===== config.mk =====
export PLATFORM = sky130hd
export DESIGN_NAME = dual_stepper_step_pulse_generator_flat
export DESIGN_NICKNAME = d
export VERILOG_FILES = /design/src/dssp_pkg.sv /design/src/dssp_if.sv /design/src/dssp_motor.sv /design/src/dual_stepper_step_pulse_generator.sv /design/src/flat_wrapper.sv
export SDC_FILE = /design/constraint.sdc
export NUM_CORES = 1
export LEC_CHECK = 0
export CAP_MARGIN = 20
export CORE_UTILIZATION = 59
export DETAILED_ROUTE_END_ITERATION = 16
export DONT_BUFFER_PORTS = 1
export PLACE_DENSITY = 0.78
export RECOVER_POWER = 50
export SYNTH_ARGS = -nofsm -noshare
export SYNTH_HDL_FRONTEND = slang
export SYNTH_HIERARCHICAL = 1
export SYNTH_SLANG_ARGS = --single-unit

===== constraint.sdc =====
create_clock -name clk_i -period 3.5 [get_ports clk_i]
set_input_delay 0.7 -clock clk_i [delete_from_list [all_inputs] [get_ports clk_i]]
set_output_delay 0.7 -clock clk_i [all_outputs]
set_load 0.02 [all_outputs]

===== src/dssp_pkg.sv =====
// ----------------------------------------------------------------------------
// Dual stepper package
// Command codes, shared widths and the control and status structures that
// pass between the top level and the per-motor slices.
// ----------------------------------------------------------------------------
package dssp_pkg;

  // Default width of the signed remaining-step counters.
  localparam int unsigned CountWidthDef = 24;
  // Width of the step count as shown on the result word.
  localparam int unsigned OutCountW     = 24;
  // Width of the signed step delta carried by an add-steps command.
  localparam int unsigned DeltaW        = 16;

  typedef enum logic [2:0] {
    CMD_TICK   = 3'd0,
    CMD_ENABLE = 3'd1,
    CMD_RUN    = 3'd2,
    CMD_DIR    = 3'd3,
    CMD_ADD    = 3'd4,
    CMD_SPEED  = 3'd5
  } cmd_e;

  // Control handed to one motor slice for the word being retired this cycle.
  typedef struct packed {
    logic                     tick;       // tick command retiring
    logic                     set_dir;    // set direction, this motor selected
    logic                     add_steps;  // add steps, this motor selected
    logic                     set_speed;  // set speed, this motor selected
    logic                     powered;    // driver power as held before the word
    logic                     running;    // run flag as held before the word
    logic                     backwards;
    logic [1:0]               speed;
    logic signed [DeltaW-1:0] delta;
  } motor_ctrl_t;

  // Motor state after the word, plus the direction clash flag.
  typedef struct packed {
    logic       phase;
    logic       dir;
    logic [1:0] code;
    logic       dir_refused;
  } motor_stat_t;

  // Steps taken off the count for each completed pulse.
  function automatic logic [3:0] step_weight(input logic [1:0] code);
    return 4'd8 >> code;
  endfunction

endpackage


===== src/dssp_if.sv =====
// ----------------------------------------------------------------------------
// Dual stepper channel interfaces
// Command channel and result channel, each with a valid/ready handshake.
// ----------------------------------------------------------------------------
interface dssp_in_if;
  logic                              valid;
  logic                              ready;
  logic [2:0]                        command;
  logic                              side;
  logic                              on_off;
  logic                              backwards;
  logic [1:0]                        speed_code;
  logic signed [dssp_pkg::DeltaW-1:0] step_delta;

  modport source (output valid, command, side, on_off, backwards, speed_code, step_delta,
                  input ready);
  modport sink   (input valid, command, side, on_off, backwards, speed_code, step_delta,
                  output ready);
endinterface

interface dssp_out_if;
  logic                                 valid;
  logic                                 ready;
  logic                                 accepted;
  logic                                 step_pin_left;
  logic                                 step_pin_right;
  logic                                 enable_pin;
  logic                                 dir_pin_left;
  logic                                 dir_pin_right;
  logic [1:0]                           mode_pins_left;
  logic [1:0]                           mode_pins_right;
  logic                                 running_now;
  logic signed [dssp_pkg::OutCountW-1:0] remaining_left;
  logic signed [dssp_pkg::OutCountW-1:0] remaining_right;

  modport source (output valid, accepted, step_pin_left, step_pin_right, enable_pin,
                  dir_pin_left, dir_pin_right, mode_pins_left, mode_pins_right,
                  running_now, remaining_left, remaining_right,
                  input ready);
  modport sink   (input valid, accepted, step_pin_left, step_pin_right, enable_pin,
                  dir_pin_left, dir_pin_right, mode_pins_left, mode_pins_right,
                  running_now, remaining_left, remaining_right,
                  output ready);
endinterface


===== src/dssp_motor.sv =====
// ----------------------------------------------------------------------------
// Dual stepper motor slice
// Direction, microstep code, pulse phase and saturating step counter of one
// motor, with their next values shown for the result register.
// ----------------------------------------------------------------------------
module dssp_motor #(
  parameter int unsigned CountWidth = dssp_pkg::CountWidthDef
) (
  input  logic                          clk_i,
  input  logic                          rst_ni,
  input  logic                          fire_i,
  input  dssp_pkg::motor_ctrl_t         ctrl_i,
  output dssp_pkg::motor_stat_t         stat_o,
  output logic signed [dssp_pkg::OutCountW-1:0] remaining_o
);

  localparam int unsigned ExtW = CountWidth + dssp_pkg::OutCountW;

  logic                         dir_q, dir_d;
  logic [1:0]                   code_q, code_d;
  logic                         phase_q, phase_d;
  logic signed [CountWidth-1:0] count_q, count_d;

  logic                         active;
  logic                         clash;
  logic signed [CountWidth:0]   sum;
  logic signed [ExtW-1:0]       count_ext;

  assign active = ctrl_i.powered && ctrl_i.running && (count_q > 0);
  assign clash  = (ctrl_i.backwards != dir_q) && ctrl_i.running;
  assign sum    = (CountWidth+1)'(count_q) + (CountWidth+1)'(ctrl_i.delta);

  always_comb begin
    dir_d   = dir_q;
    code_d  = code_q;
    phase_d = phase_q;
    count_d = count_q;
    if (ctrl_i.tick) begin
      if (active) begin
        phase_d = ~phase_q;
        // A pulse completes on its falling edge.
        if (phase_q) begin
          count_d = count_q - CountWidth'(dssp_pkg::step_weight(code_q));
        end
      end else begin
        phase_d = 1'b0;
        if (count_q < 0) begin
          count_d = '0;
        end
      end
    end
    if (ctrl_i.set_dir && !clash) begin
      dir_d = ctrl_i.backwards;
    end
    if (ctrl_i.set_speed) begin
      code_d = ctrl_i.speed;
    end
    if (ctrl_i.add_steps) begin
      if (sum[CountWidth] != sum[CountWidth-1]) begin
        // Overflow: clamp to the end of the range that the sign points to.
        count_d = sum[CountWidth] ? {1'b1, {(CountWidth-1){1'b0}}}
                                  : {1'b0, {(CountWidth-1){1'b1}}};
      end else begin
        count_d = sum[CountWidth-1:0];
      end
    end
  end

  always_ff @(posedge clk_i or negedge rst_ni) begin
    if (!rst_ni) begin
      dir_q   <= 1'b0;
      code_q  <= 2'd3;
      phase_q <= 1'b0;
      count_q <= '0;
    end else if (fire_i) begin
      dir_q   <= dir_d;
      code_q  <= code_d;
      phase_q <= phase_d;
      count_q <= count_d;
    end
  end

  assign count_ext   = ExtW'(count_d);
  assign remaining_o = count_ext[dssp_pkg::OutCountW-1:0];

  assign stat_o.phase       = phase_d;
  assign stat_o.dir         = dir_d;
  assign stat_o.code        = code_d;
  assign stat_o.dir_refused = ctrl_i.set_dir && clash;

endmodule


===== src/dual_stepper_step_pulse_generator.sv =====
// ----------------------------------------------------------------------------
// Dual stepper step pulse generator
// A command word taken into the command register moves on to the result register
// once that register is empty or being read, and its result word is then offered.
// Throughput: one command word per cycle unless the result channel stalls.
// Each word gives exactly one result word showing the state after that command.
// Reset (asynchronous, active low) powers down, stops, sets both motors forwards
// at eighth step with the pulse low and a zero count, and empties both stages.
// ----------------------------------------------------------------------------
module dual_stepper_step_pulse_generator #(
  parameter int unsigned COUNT_WIDTH = dssp_pkg::CountWidthDef
) (
  input  logic       clk_i,
  input  logic       rst_ni,
  dssp_in_if.sink    in_i,
  dssp_out_if.source out_o
);

  // The design is two registers deep. The command register holds one accepted
  // word; once the result register is empty or being read, the word passes
  // through the command decode and the two motor slices into the result
  // register, while the motor and global state take their new values at the same
  // edge. So the next word, taken in that same cycle, sees the updated state.

  // Command register.
  logic                                 cmd_vld_q;
  dssp_pkg::cmd_e                       cmd_q;
  logic                                 side_q;
  logic                                 on_q;
  logic                                 back_q;
  logic [1:0]                           speed_q;
  logic signed [dssp_pkg::DeltaW-1:0]   delta_q;

  // Global state shared by both motors.
  logic powered_q, powered_d;
  logic run_q, run_d;

  // Result register.
  logic                                 res_vld_q;
  logic                                 acc_q;
  logic                                 pow_res_q;
  logic                                 run_res_q;
  dssp_pkg::motor_stat_t                stat_l_q, stat_r_q;
  logic signed [dssp_pkg::OutCountW-1:0] rem_l_q, rem_r_q;

  logic                                 advance;
  logic                                 fire;
  logic                                 run_refused;
  logic                                 accepted_d;
  dssp_pkg::motor_ctrl_t                ctrl_l, ctrl_r;
  dssp_pkg::motor_stat_t                stat_l, stat_r;
  logic signed [dssp_pkg::OutCountW-1:0] rem_l, rem_r;

  // The result register moves on whenever it is empty or being read, and the
  // command register can refill in the same cycle its word moves on. A word
  // is therefore still taken while one finished result waits downstream,
  // provided the command register is empty.
  assign advance    = !res_vld_q || out_o.ready;
  assign fire       = cmd_vld_q && advance;
  assign in_i.ready = !cmd_vld_q || advance;

  always_ff @(posedge clk_i or negedge rst_ni) begin
    if (!rst_ni) begin
      cmd_vld_q <= 1'b0;
    end else if (in_i.ready) begin
      cmd_vld_q <= in_i.valid;
    end
  end

  always_ff @(posedge clk_i) begin
    if (in_i.valid && in_i.ready) begin
      cmd_q   <= dssp_pkg::cmd_e'(in_i.command);
      side_q  <= in_i.side;
      on_q    <= in_i.on_off;
      back_q  <= in_i.backwards;
      speed_q <= in_i.speed_code;
      delta_q <= in_i.step_delta;
    end
  end

  // Power and run flags. Switching power off also stops the motors, and a
  // run request is refused while the drivers are unpowered.
  always_comb begin
    powered_d   = powered_q;
    run_d       = run_q;
    run_refused = 1'b0;
    case (cmd_q)
      dssp_pkg::CMD_ENABLE: begin
        powered_d = on_q;
        if (!on_q) begin
          run_d = 1'b0;
        end
      end
      dssp_pkg::CMD_RUN: begin
        if (on_q && !powered_q) begin
          run_refused = 1'b1;
        end else begin
          run_d = on_q;
        end
      end
      default: begin
      end
    endcase
  end

  // Per-motor control: the tick and the power and run flags reach both
  // motors, the other commands only the one that the side bit selects.
  always_comb begin
    ctrl_l.tick      = (cmd_q == dssp_pkg::CMD_TICK);
    ctrl_l.set_dir   = (cmd_q == dssp_pkg::CMD_DIR)   && !side_q;
    ctrl_l.add_steps = (cmd_q == dssp_pkg::CMD_ADD)   && !side_q;
    ctrl_l.set_speed = (cmd_q == dssp_pkg::CMD_SPEED) && !side_q;
    ctrl_l.powered   = powered_q;
    ctrl_l.running   = run_q;
    ctrl_l.backwards = back_q;
    ctrl_l.speed     = speed_q;
    ctrl_l.delta     = delta_q;

    ctrl_r           = ctrl_l;
    ctrl_r.set_dir   = (cmd_q == dssp_pkg::CMD_DIR)   && side_q;
    ctrl_r.add_steps = (cmd_q == dssp_pkg::CMD_ADD)   && side_q;
    ctrl_r.set_speed = (cmd_q == dssp_pkg::CMD_SPEED) && side_q;
  end

  dssp_motor #(
    .CountWidth (COUNT_WIDTH)
  ) u_motor_l (
    .clk_i       (clk_i),
    .rst_ni      (rst_ni),
    .fire_i      (fire),
    .ctrl_i      (ctrl_l),
    .stat_o      (stat_l),
    .remaining_o (rem_l)
  );

  dssp_motor #(
    .CountWidth (COUNT_WIDTH)
  ) u_motor_r (
    .clk_i       (clk_i),
    .rst_ni      (rst_ni),
    .fire_i      (fire),
    .ctrl_i      (ctrl_r),
    .stat_o      (stat_r),
    .remaining_o (rem_r)
  );

  assign accepted_d = !(run_refused || stat_l.dir_refused || stat_r.dir_refused);

  always_ff @(posedge clk_i or negedge rst_ni) begin
    if (!rst_ni) begin
      powered_q <= 1'b0;
      run_q     <= 1'b0;
      res_vld_q <= 1'b0;
    end else begin
      if (fire) begin
        powered_q <= powered_d;
        run_q     <= run_d;
      end
      if (advance) begin
        res_vld_q <= cmd_vld_q;
      end
    end
  end

  always_ff @(posedge clk_i) begin
    if (fire) begin
      acc_q     <= accepted_d;
      pow_res_q <= powered_d;
      run_res_q <= run_d;
      stat_l_q  <= stat_l;
      stat_r_q  <= stat_r;
      rem_l_q   <= rem_l;
      rem_r_q   <= rem_r;
    end
  end

  // The left direction pin is high for forwards, the right one low, as the
  // two motors are mounted facing opposite ways.
  assign out_o.valid           = res_vld_q;
  assign out_o.accepted        = acc_q;
  assign out_o.step_pin_left   = stat_l_q.phase;
  assign out_o.step_pin_right  = stat_r_q.phase;
  assign out_o.enable_pin      = pow_res_q;
  assign out_o.dir_pin_left    = ~stat_l_q.dir;
  assign out_o.dir_pin_right   = stat_r_q.dir;
  assign out_o.mode_pins_left  = stat_l_q.code;
  assign out_o.mode_pins_right = stat_r_q.code;
  assign out_o.running_now     = run_res_q;
  assign out_o.remaining_left  = rem_l_q;
  assign out_o.remaining_right = rem_r_q;

endmodule


===== src/flat_wrapper.sv =====
// flat-port wrapper written by rule: the top's interface ports become plain ports
module dual_stepper_step_pulse_generator_flat 
#(
  parameter int unsigned COUNT_WIDTH = dssp_pkg::CountWidthDef
)
  (clk_i, rst_ni, in_i_valid, in_i_command, in_i_side, in_i_on_off, in_i_backwards, in_i_speed_code, in_i_step_delta, in_i_ready, out_o_valid, out_o_accepted, out_o_step_pin_left, out_o_step_pin_right, out_o_enable_pin, out_o_dir_pin_left, out_o_dir_pin_right, out_o_mode_pins_left, out_o_mode_pins_right, out_o_running_now, out_o_remaining_left, out_o_remaining_right, out_o_ready);
  dssp_in_if in_i_i ();
  dssp_out_if out_o_i ();
  input  logic clk_i;
  input  logic rst_ni;
  input wire logic [$bits(in_i_i.valid)-1:0] in_i_valid;
  input wire logic [$bits(in_i_i.command)-1:0] in_i_command;
  input wire logic [$bits(in_i_i.side)-1:0] in_i_side;
  input wire logic [$bits(in_i_i.on_off)-1:0] in_i_on_off;
  input wire logic [$bits(in_i_i.backwards)-1:0] in_i_backwards;
  input wire logic [$bits(in_i_i.speed_code)-1:0] in_i_speed_code;
  input wire logic [$bits(in_i_i.step_delta)-1:0] in_i_step_delta;
  output wire logic [$bits(in_i_i.ready)-1:0] in_i_ready;
  output wire logic [$bits(out_o_i.valid)-1:0] out_o_valid;
  output wire logic [$bits(out_o_i.accepted)-1:0] out_o_accepted;
  output wire logic [$bits(out_o_i.step_pin_left)-1:0] out_o_step_pin_left;
  output wire logic [$bits(out_o_i.step_pin_right)-1:0] out_o_step_pin_right;
  output wire logic [$bits(out_o_i.enable_pin)-1:0] out_o_enable_pin;
  output wire logic [$bits(out_o_i.dir_pin_left)-1:0] out_o_dir_pin_left;
  output wire logic [$bits(out_o_i.dir_pin_right)-1:0] out_o_dir_pin_right;
  output wire logic [$bits(out_o_i.mode_pins_left)-1:0] out_o_mode_pins_left;
  output wire logic [$bits(out_o_i.mode_pins_right)-1:0] out_o_mode_pins_right;
  output wire logic [$bits(out_o_i.running_now)-1:0] out_o_running_now;
  output wire logic [$bits(out_o_i.remaining_left)-1:0] out_o_remaining_left;
  output wire logic [$bits(out_o_i.remaining_right)-1:0] out_o_remaining_right;
  input wire logic [$bits(out_o_i.ready)-1:0] out_o_ready;
  assign in_i_i.valid = in_i_valid;
  assign in_i_i.command = in_i_command;
  assign in_i_i.side = in_i_side;
  assign in_i_i.on_off = in_i_on_off;
  assign in_i_i.backwards = in_i_backwards;
  assign in_i_i.speed_code = in_i_speed_code;
  assign in_i_i.step_delta = in_i_step_delta;
  assign in_i_ready = in_i_i.ready;
  assign out_o_valid = out_o_i.valid;
  assign out_o_accepted = out_o_i.accepted;
  assign out_o_step_pin_left = out_o_i.step_pin_left;
  assign out_o_step_pin_right = out_o_i.step_pin_right;
  assign out_o_enable_pin = out_o_i.enable_pin;
  assign out_o_dir_pin_left = out_o_i.dir_pin_left;
  assign out_o_dir_pin_right = out_o_i.dir_pin_right;
  assign out_o_mode_pins_left = out_o_i.mode_pins_left;
  assign out_o_mode_pins_right = out_o_i.mode_pins_right;
  assign out_o_running_now = out_o_i.running_now;
  assign out_o_remaining_left = out_o_i.remaining_left;
  assign out_o_remaining_right = out_o_i.remaining_right;
  assign out_o_i.ready = out_o_ready;
  dual_stepper_step_pulse_generator #(.COUNT_WIDTH(COUNT_WIDTH)) u_core (.clk_i(clk_i), .rst_ni(rst_ni), .in_i(in_i_i), .out_o(out_o_i));
endmodule

-- After elaboration in Yosys (flattened, before gate mapping)
Index checks and enable logic that the tools add are counted.
- register bits: 143
- word-level logic and storage cells: 109
- eq/ne operators: 9
- bitwise logic cells: 3
- mux-type cells: 28
- shift operators: 2
- reductions and logical operators: 30
- $lt $le $gt $ge: 4
- add/subtract/negate cells: 4
- operator list (kind ; count):
    24-bit 2-to-1 mux ; 14
    24-bit by 16-bit adder with 25-bit output ; 2
    24-bit by 1-bit greater-than comparator with 1-bit output (second input constant) ; 2
    24-bit by 1-bit < comparator with 1-bit output (second input constant) ; 2
    24-bit by 4-bit subtractor with 24-bit output ; 2
    1-bit logical AND ; 18
    1-bit 2-to-1 mux ; 11
    4-bit by 2-bit >> shifter with 4-bit output (first input constant) ; 2
    1-bit logical NOT ; 7
    3-bit by 2-bit == test with 1-bit output (second input constant) ; 2
    3-bit == test (second input constant) ; 2
    1-bit logical OR ; 4
    2-bit 2-to-1 mux ; 2
    1-bit != test ; 4
    3-bit by 1-bit == test with 1-bit output (second input constant) ; 1
    3-bit logical NOT ; 1
    1-bit inverter ; 3
    1-bit one-hot mux with 2 select lines ; 1

-- Longest topological paths before layout
Gate-level depths: netlist (run 1).
- word-level depth: 7
- mapped depth: 12
- gate-level depth less buffers: 12

-- By module
Netlist (run 1), hierarchy kept.
- modules (own cells, without submodules) (module ; cells each ; area each (um^2) ; times used):
    dssp_motor (u_core.u_motor_l) ; 508 ; 3809.9 ; 1
    dssp_motor (u_core.u_motor_r) ; 482 ; 3692.3 ; 1
    dual_stepper_step_pulse_generator ; 125 ; 2837.7 ; 1

-- Worst setup path after synthesis (run 1)
OpenSTA, ideal clock, no wires.
- path type: input -> register
- start point: in out_o_ready
- end point: reg u_core.u_motor_l.count_q[12]
- path slack: -344 ps
- buffers on the path: 1
- data arrival time: 3695 ps
- stages: 6
- required time: 3351 ps
- path through: nand2b_1 > and2_1 > inv_1 > nor3_1 > clkbuf_1 > a221oi_1
- longest elaborated chain between the ends: 2
- RTL lines (item ; RTL line ; source):
    start: declaration ; flat_wrapper.sv:31 ; input wire logic [$bits(out_o_i.ready)-1:0] out_o_ready;
    1-bit logical OR ; dual_stepper_step_pulse_generator.sv:58 ; assign advance = !res_vld_q || out_o.ready;
    1-bit logical AND ; dual_stepper_step_pulse_generator.sv:59 ; assign fire = cmd_vld_q && advance;
    named net u_core.fire ; dual_stepper_step_pulse_generator.sv:47 ; logic fire;
    end signal: assignment ; dssp_motor.sv:79 ; count_q <= count_d;
    end: declaration ; dssp_motor.sv:22 ; logic signed [CountWidth-1:0] count_q, count_d;
The timed path passes the listed nets, and every way through them passes these cells.
A chain may end at the register's enable or synchronous reset.

-- Final worst setup path (run 1)
- start point: reg u_core/delta_q[15] (netlist bit)
- end point: reg u_core.u_motor_r.count_q[19]
- longest elaborated chain between the ends: 4
- elaborated cells on any way between the ends: 5
- those cells by class: 1 x add/sub; 1 x eq/ne; 3 x mux
- RTL lines (item ; RTL line ; source):
    start: declaration ; dual_stepper_step_pulse_generator.sv:32 ; logic signed [dssp_pkg::DeltaW-1:0] delta_q;
    start signal: assignment ; dual_stepper_step_pulse_generator.sv:77 ; delta_q <= in_i.step_delta;
    24-bit by 16-bit adder with 25-bit output (*) ; dssp_motor.sv:31 ; assign sum = (CountWidth+1)'(count_q) + (CountWidth+1)'(ctrl_i.delta);
    24-bit 2-to-1 mux or 1-bit != test (tied branches) ; dssp_motor.sv:61, dssp_motor.sv:59 ;
    24-bit 2-to-1 mux (*) ; dssp_motor.sv:59 ; if (sum[CountWidth] != sum[CountWidth-1]) begin
    24-bit 2-to-1 mux (*) ; dssp_motor.sv:58 ; if (ctrl_i.add_steps) begin
    named net u_core.rem_r (one bit) ; dual_stepper_step_pulse_generator.sv:52 ; logic signed [dssp_pkg::OutCountW-1:0] rem_l, rem_r;
    end signal: assignment ; dssp_motor.sv:79 ;
    end: declaration ; dssp_motor.sv:22 ;
Mark *: on every way through the listed nets, which the timed path passes. The rest lies on a longest branch.

==> results of run 1 <==
-- power breakdown --
group,internal (mW),leakage [nW],switching [mW]
Sequential,2.39,1.43,0.797
Combinational,2.17,2.60,3.19
Clock,1.27,0.314,0.757
-- worst paths after layout --
| path | from | to | slack [ns] | depth (start not counted) |
|---|---|---|---|---|
| worst max-delay path | u_core/delta_q[15]$_DFFE_PP_ | u_core/u_motor_r/count_q[19]$_DFFE_PN0P_ | 0.15 | 10 |
| max in group asynchronous | rst_ni | u_core/u_motor_r/count_q[19]$_DFFE_PN0P_ | 1.84 | 1 |
| min in group clk_i | in_i_step_delta[9] | u_core/delta_q[9]$_DFFE_PP_ | 0.35 | 0 |
| worst max register to register | u_core/delta_q[15]$_DFFE_PP_ | u_core/u_motor_r/count_q[19]$_DFFE_PN0P_ | 0.15 | 10 |
| worst min-delay path | rst_ni | u_core/u_motor_r/code_q[1]$_DFFE_PN1P_ | 0.11 | 0 |
| worst min register to register | u_core/u_motor_l/dir_q$_DFFE_PN0P_ | u_core/u_motor_l/dir_q$_DFFE_PN0P_ | 0.56 | 1 |
-- layout make-up --
| class | count | area [µm²] |
|---|---|---|
| Multi-Input combinational cell | 877 | 6020 |
| Fill cell | 1350 | 5710 |
| Sequential cell | 143 | 4000 |
| Clock buffer | 18 | 429 |
| Timing Repair Buffer | 47 | 375 |
| Tap cell | 225 | 282 |
| Clock inverter | 14 | 213 |
| Inverter | 41 | 154 |
| Antenna cell | 1 | 2.50 |
-- state kept, by name, indices dropped and copies added, names as in the netlist, 2 cells and up --
register,flops
u_core/u_motor_l/count_q,24
u_core/u_motor_r/code_q,2
u_core/speed_q,2
u_core/u_motor_r/count_q,24
u_core/cmd_q,3
u_core/out_o.remaining_left,24
u_core/out_o.remaining_right,24
u_core/out_o.mode_pins_left,2
u_core/u_motor_l/code_q,2
u_core/out_o.mode_pins_right,2
u_core/delta_q,16
-- per-stage QoR --
step	util [%]	std cells	cell area, µm²	hold WS, ns
3_5_place_dp	62.5	1329	10700	0.406
2_1_floorplan	-	1115	10300	0.404
3_3_place_gp	62.5	1329	10700	0.407
5_1_grt	66.8	1366	11500	0.0903
4_1_cts	66.4	1362	11400	0.0932
6_report	66.8	1366	11500	0.106
-- layer usage --
layer	up-vias	GRT usage, %
met1	4459	43.0
met4	0	12.7
met3	57	6.46
li1	4244	-
met5	-	0
met2	492	50.2
-- cells in the final DEF, fill, tap and decap left out, types with 11 or more instances in the layout --
cell type  count
a211oi_1      18
a21o_1        14
a21oi_1      117
a221oi_1      24
a221oi_2      11
and3_1        14
buf_4         42
clkbuf_16     17
dfrtp_1       56
edfxtp_1      83
ha_1          54
inv_1         40
mux2_2        25
nand2_1      105
nand2b_1      21
nand3_1       23
nand3b_1      11
nor2_1       100
nor3_1        22
nor3_2        11
o211ai_1      12
o21ai_0       50
o21ai_1       12
or3_1         11
xnor2_1       21
xor2_1        16
-- kinds of logic (layout without fill, tap and decap cells) --
| logic type | after synthesis | in the layout | synth area share [%] |
|---|---|---|---|
| other cells | 0 | 1 | 0 |
| flops | 143 | 143 | 38.7 |
| buf+inv | 95 | 120 | 4.02 |
| xor+xnor | 37 | 37 | 3.13 |
| mux | 37 | 37 | 3.96 |
| compound gates | 353 | 353 | 23.5 |
| fa+ha+maj | 60 | 60 | 7.55 |
| simple gates | 390 | 390 | 19.1 |
-- what timing repair did --
item | 4_1_cts | 5_1_grt
resized for setup | 1 | 16
pin swaps | 0 | 5
endpoints found under the setup margin | 1 | 50
endpoints found under the hold margin | 56 | 0
buffers inserted | 0 | 2
hold buffers | 1 | 0
==> metrics.yaml, run 1 <==
synth:
  yosysTopAreaCell: "edfxtp_1"
  synth_area_leaders: "edfxtp_1, dfrtp_1, ha_1, a21oi_1, nand2_1"
  async_reset_ff_share_pct: 42.0
  yosys-top-cells-count: "a21oi_1, nand2_1, nor2_1"
  syn_area_per_cell_um2: 9.27
  synth_most_common_cell: "a21oi_1"
  synth_nets: 1203
  ys.flop_type: "edfxtp_1"
  yosysUniqueCellTypes: 86
  ys_warn_count: 6
  synth-edff-count: 83
  syn_inst: 1115
  synth-seq-cells: 143
  seq_area_frac_synth_pct: 38.7
  synth_top_area_share_pct: 24.1
  syn-cell-area_um2: 10300
critical_path:
  path_class: "flop to flop"
  critPathBufInv: 2
  critical_path_required_ns: 3.82
  crit_family: "compound AO/OA/AOI/OAI gates"
  cpMostUsedCell: "buf_4"
  worst_path_max_delay_cell: "edfxtp_1"
  end_kind: "flop"
  crit_chain: "buf_4, ha_1, a21oi_1, o21ai_0, or2_2, o22a_1, buf_4, o311ai_0, a21oi_2, mux2_2"
  critical_path.max_stage_delay_ns: 0.57
  worstPathArrival_ns: 3.66
  cp-start-kind: "flop"
  critPathMaxFanout: 11
power:
  power.density_nw_per_um2: 922
  peakVddDrop_mv: 0.613
  p_leak_nw: 4.35
  power_mw: 10.6
grt:
  grt_pass1_wl_um: 44200
  grt_pass1_vias: 8373
  grt_max_degree: 59
  grt.overflow.total: 0
  grt_util_all_layers_pct: 31.9
  grt_antenna_before_repair: 1
route:
  drc_errors: 0
  detail-route-antenna-nets: 0
  top_layer_used: "met4"
  wl_met3_um: 2390
  drt-vias-per-instance: 6.77
  drt-initial-drc-count: 1071
  wl_per_cell_um: 20.8
  firstDrtPassIters: 6
  wl_met2_um: 13200
  num_vias: 9252
  met1_length_um: 12200
  routed_wl_um: 28400
clocking:
  clkSlewWorstSetupHoldPaths_ns: 0.06
  htreeDepth: 4
  cts_buffer_depth: 2
  cts_tree: "yes"
  cts_sinks: 143
  cts_inserted_buffers: 17
  cts_root_buffer: "clkbuf_16"
  insertion_delay_ns: 0.44
die:
  num_io_pins: 89
  placementRows: 48
  core_um2: 17200
  fp.dieH_um: 134
  initial_utilization_pct: 60.2
  die_w_um: 134
  dieArea_um2: 18100
sta:
  final.setup.worst_slack_ns: 0.153
  fin_crit_sh_pct: 95.6
  fin_worst_skew_ns: 0.0122
  max_freq_mhz: 299
  period_needed_ns: 3.35
  slew_headroom_pct: -8.80
  tns_ns: 0
  setup_viol_count_final: 0
  drv_slew: 57
  worst_pin_slew_ns: 1.63
  hold_violations: 0
  rsz0062_at_grt: "no"
placement:
  io_buffers: 0
  dp_hpwl_um: 20000
  place_congestion: 0.963
  dpl_worst_slack_ns: 0.0236
cells_and_area:
  final_nets: 1215
  area_delta_synth_final_pct: 10.9
  layout-drive-gt1-share_pct: 14.6
run_status:
  violations: "capacitance limit, slew limit"
  status: "complete, but fails checks"
hold_path:
  worstHoldPathType: "primary input to async pin"
flow_run:
  drv_cap: 1
Note: power is estimated with default switching activity, not from simulation.
==> run 2, diff against run 1 <==
--- a/config.mk
+++ b/config.mk
@@ -11,6 +11,7 @@
 export DONT_BUFFER_PORTS = 1
 export PLACE_DENSITY = 0.78
 export RECOVER_POWER = 50
+export REMOVE_ABC_BUFFERS = 1
 export SYNTH_ARGS = -nofsm -noshare
 export SYNTH_HDL_FRONTEND = slang
 export SYNTH_HIERARCHICAL = 1
==> metrics.yaml, run 2 (synthesized netlist as in run 1, its figures left out) <==
critical_path:
  reg2reg_slack_ns: 0.03
  crit_family: "compound AO/OA/AOI/OAI gates"
  critPathBufInv: 2
  worstPathArrival_ns: 3.79
  timing.rr.start: "u_core/u_motor_r/count_q[6]$_DFFE_PN0P_"
  path_class: "flop to flop"
  critical_path_required_ns: 3.82
  regToRegEndpoint: "u_core/u_motor_r/count_q[1]$_DFFE_PN0P_"
  cp-start-kind: "flop"
  cpMostUsedCell: "buf_4"
  critPathMaxFanout: 8
  end_kind: "flop"
  critical_path.max_stage_delay_ns: 0.57
  worst_path_max_delay_cell: "a2111oi_0"
  crit_chain: "ha_1, o21ai_0, a2111oi_0, buf_4, nand3_1, and3_1, buf_4, o311ai_0, a21oi_1, mux2_2"
  reg2reg_depth: 10
sta:
  drv_slew: 57
  max_freq_mhz: 288
  period_needed_ns: 3.47
  tns_ns: 0
  hold_violations: 0
  rsz0062_at_grt: "yes"
  hold_ws_ns: 0.109
  fin_worst_skew_ns: 0.00796
  setup_viol_count_final: 0
  fin_crit_sh_pct: 99.3
  worst_pin_slew_ns: 1.75
  slew_headroom_pct: -16.7
clocking:
  clkSlewWorstSetupHoldPaths_ns: 0.07
  cts_root_buffer: "clkbuf_16"
  cts_sinks: 143
  htreeDepth: 4
  cts_buffer_depth: 2
  cts_inserted_buffers: 17
  insertion_delay_ns: 0.43
  cts_tree: "yes"
cells_and_area:
  area_delta_synth_final_pct: 11.3
  layout-drive-gt1-share_pct: 15.8
  layout_common_cells: "a21oi_1, nand2_1, nor2_1"
  final_nets: 1227
  fill_cells: 1411
  layout_commonest_cell: "a21oi_1"
power:
  p_clk_share_pct: 17.3
  p_seq_share_pct: 30.0
  switchingPower_mw: 4.81
  peakVddDrop_mv: 0.468
  internal_power_mw: 5.66
  swShare_pct: 46.0
  power.density_nw_per_um2: 910
  power_mw: 10.5
  p_leak_nw: 4.38
  comb_power_share_pct: 52.7
route:
  drt-vias-per-instance: 6.83
  routed_wl_um: 29200
  num_vias: 9428
  drc_errors: 0
  drt-initial-drc-count: 1168
  wl_per_cell_um: 21.1
  firstDrtPassIters: 7
  detail-route-antenna-nets: 0
grt:
  grt.overflow.total: 0
  grt_util_all_layers_pct: 32.5
  grt_pass1_wl_um: 45200
  grt_max_degree: 98
  grt_pass1_vias: 8640
  grt_antenna_before_repair: 4
die:
  dieArea_um2: 18100
  core_um2: 17200
  num_io_pins: 89
  fp.dieH_um: 134
  die_w_um: 134
  placementRows: 48
  initial_utilization_pct: 60.2
placement:
  place_congestion: 0.909
  dp_hpwl_um: 20400
  io_buffers: 0
hold_path:
  worstHoldPathType: "primary input to async pin"
run_status:
  violations: "capacitance limit, slew limit"
  status: "complete, but fails checks"
flow_run:
  drv_cap: 1
## run 2: changes by cell type in the layout (fill, tap and decap cells not counted), sizes merged
cell,before,now
buf,45,57
inv,42,48
bufinv,5,1
clkinv,7,4
clkinvlp,1,3
diode,1,3
clkbuf,20,19
## run 2: worst max-delay path by stage
stage	start	endpoint	slack (ns)	cells after the start
floorplan	out_o_ready	u_core/u_motor_l/count_q[0]$_DFFE_PN0P_	-3.09	5
global placement	u_core/u_motor_l/code_q[1]$_DFFE_PN1P_	u_core/out_o.remaining_left[22]$_DFFE_PP_	0.15	11
detailed placement	u_core/u_motor_l/code_q[0]$_DFFE_PN1P_	u_core/out_o.remaining_left[22]$_DFFE_PP_	0.06	11
CTS	u_core/u_motor_l/code_q[0]$_DFFE_PN1P_	u_core/out_o.remaining_left[22]$_DFFE_PP_	0.05	11
global route	u_core/delta_q[0]$_DFFE_PP_	u_core/u_motor_r/count_q[22]$_DFFE_PN0P_	-0.05	13
finish	u_core/u_motor_r/count_q[6]$_DFFE_PN0P_	u_core/u_motor_r/count_q[1]$_DFFE_PN0P_	0.03	10
## run 2: per-stage QoR
step | worst slack (ns) | utilization [%] | instance area (µm²) | std cells
floorplan | -3.09 | - | 10100 | 1061
global placement | 0.149 | 63.1 | 10800 | 1341
detailed placement | 0.0582 | 63.1 | 10800 | 1341
CTS | 0.0523 | 66.6 | 11400 | 1374
global route | -0.0456 | 67.0 | 11500 | 1379
finish | 0.0256 | 67.0 | 11500 | 1380
## run 2: per-layer routing
metal	global-route usage (%)	vias up	wire length, µm
met5	0	-	10
met4	12.7	2	956
met3	9.03	72	2750
met2	49.4	512	13200
met1	44.0	4543	12200
li1	-	4299	-
## run 2: worst reg2reg max path, stage by stage, from the launching register on
cell and delay (ns):
dfrtp_1 0.46, ha_1 0.42, o21ai_0 0.18, a2111oi_0 0.57, buf_4 0.22, nand3_1 0.07, and3_1 0.25, buf_4 0.19
o311ai_0 0.52, a21oi_1 0.20, mux2_2 0.29
## run 2: layout make-up
| type | instances | area [µm²] | share of cell area, % |
|---|---|---|---|
| antenna | 3 | 7.51 | 0.0652 |
| clock buffer | 17 | 425 | 3.70 |
| clock inverter | 15 | 149 | 1.29 |
| inverter | 41 | 154 | 1.34 |
| multi-input combinational | 877 | 6020 | 52.3 |
| sequential | 143 | 4000 | 34.7 |
| tap | 225 | 282 | 2.45 |
| timing repair buffer | 59 | 474 | 4.12 |
## run 2: what timing repair did
| item | 4_1_cts | 5_1_grt |
|---|---|---|
| buffers inserted | 0 | 3 |
| setup endpoints to repair | 0 | 42 |
| hold endpoints to repair | 56 | 0 |
| resized for setup | 0 | 17 |
| hold buffers | 1 | 0 |
## run 2: power groups by stage
stage	Clock, mW	Sequential [mW]	Combinational, mW
global route	1.90	3.20	6.02
detailed placement	0	3.15	5.20
finish	1.81	3.14	5.52
CTS	1.83	3.12	5.28
floorplan	0	3.03	3.80
global placement	0	3.15	5.11
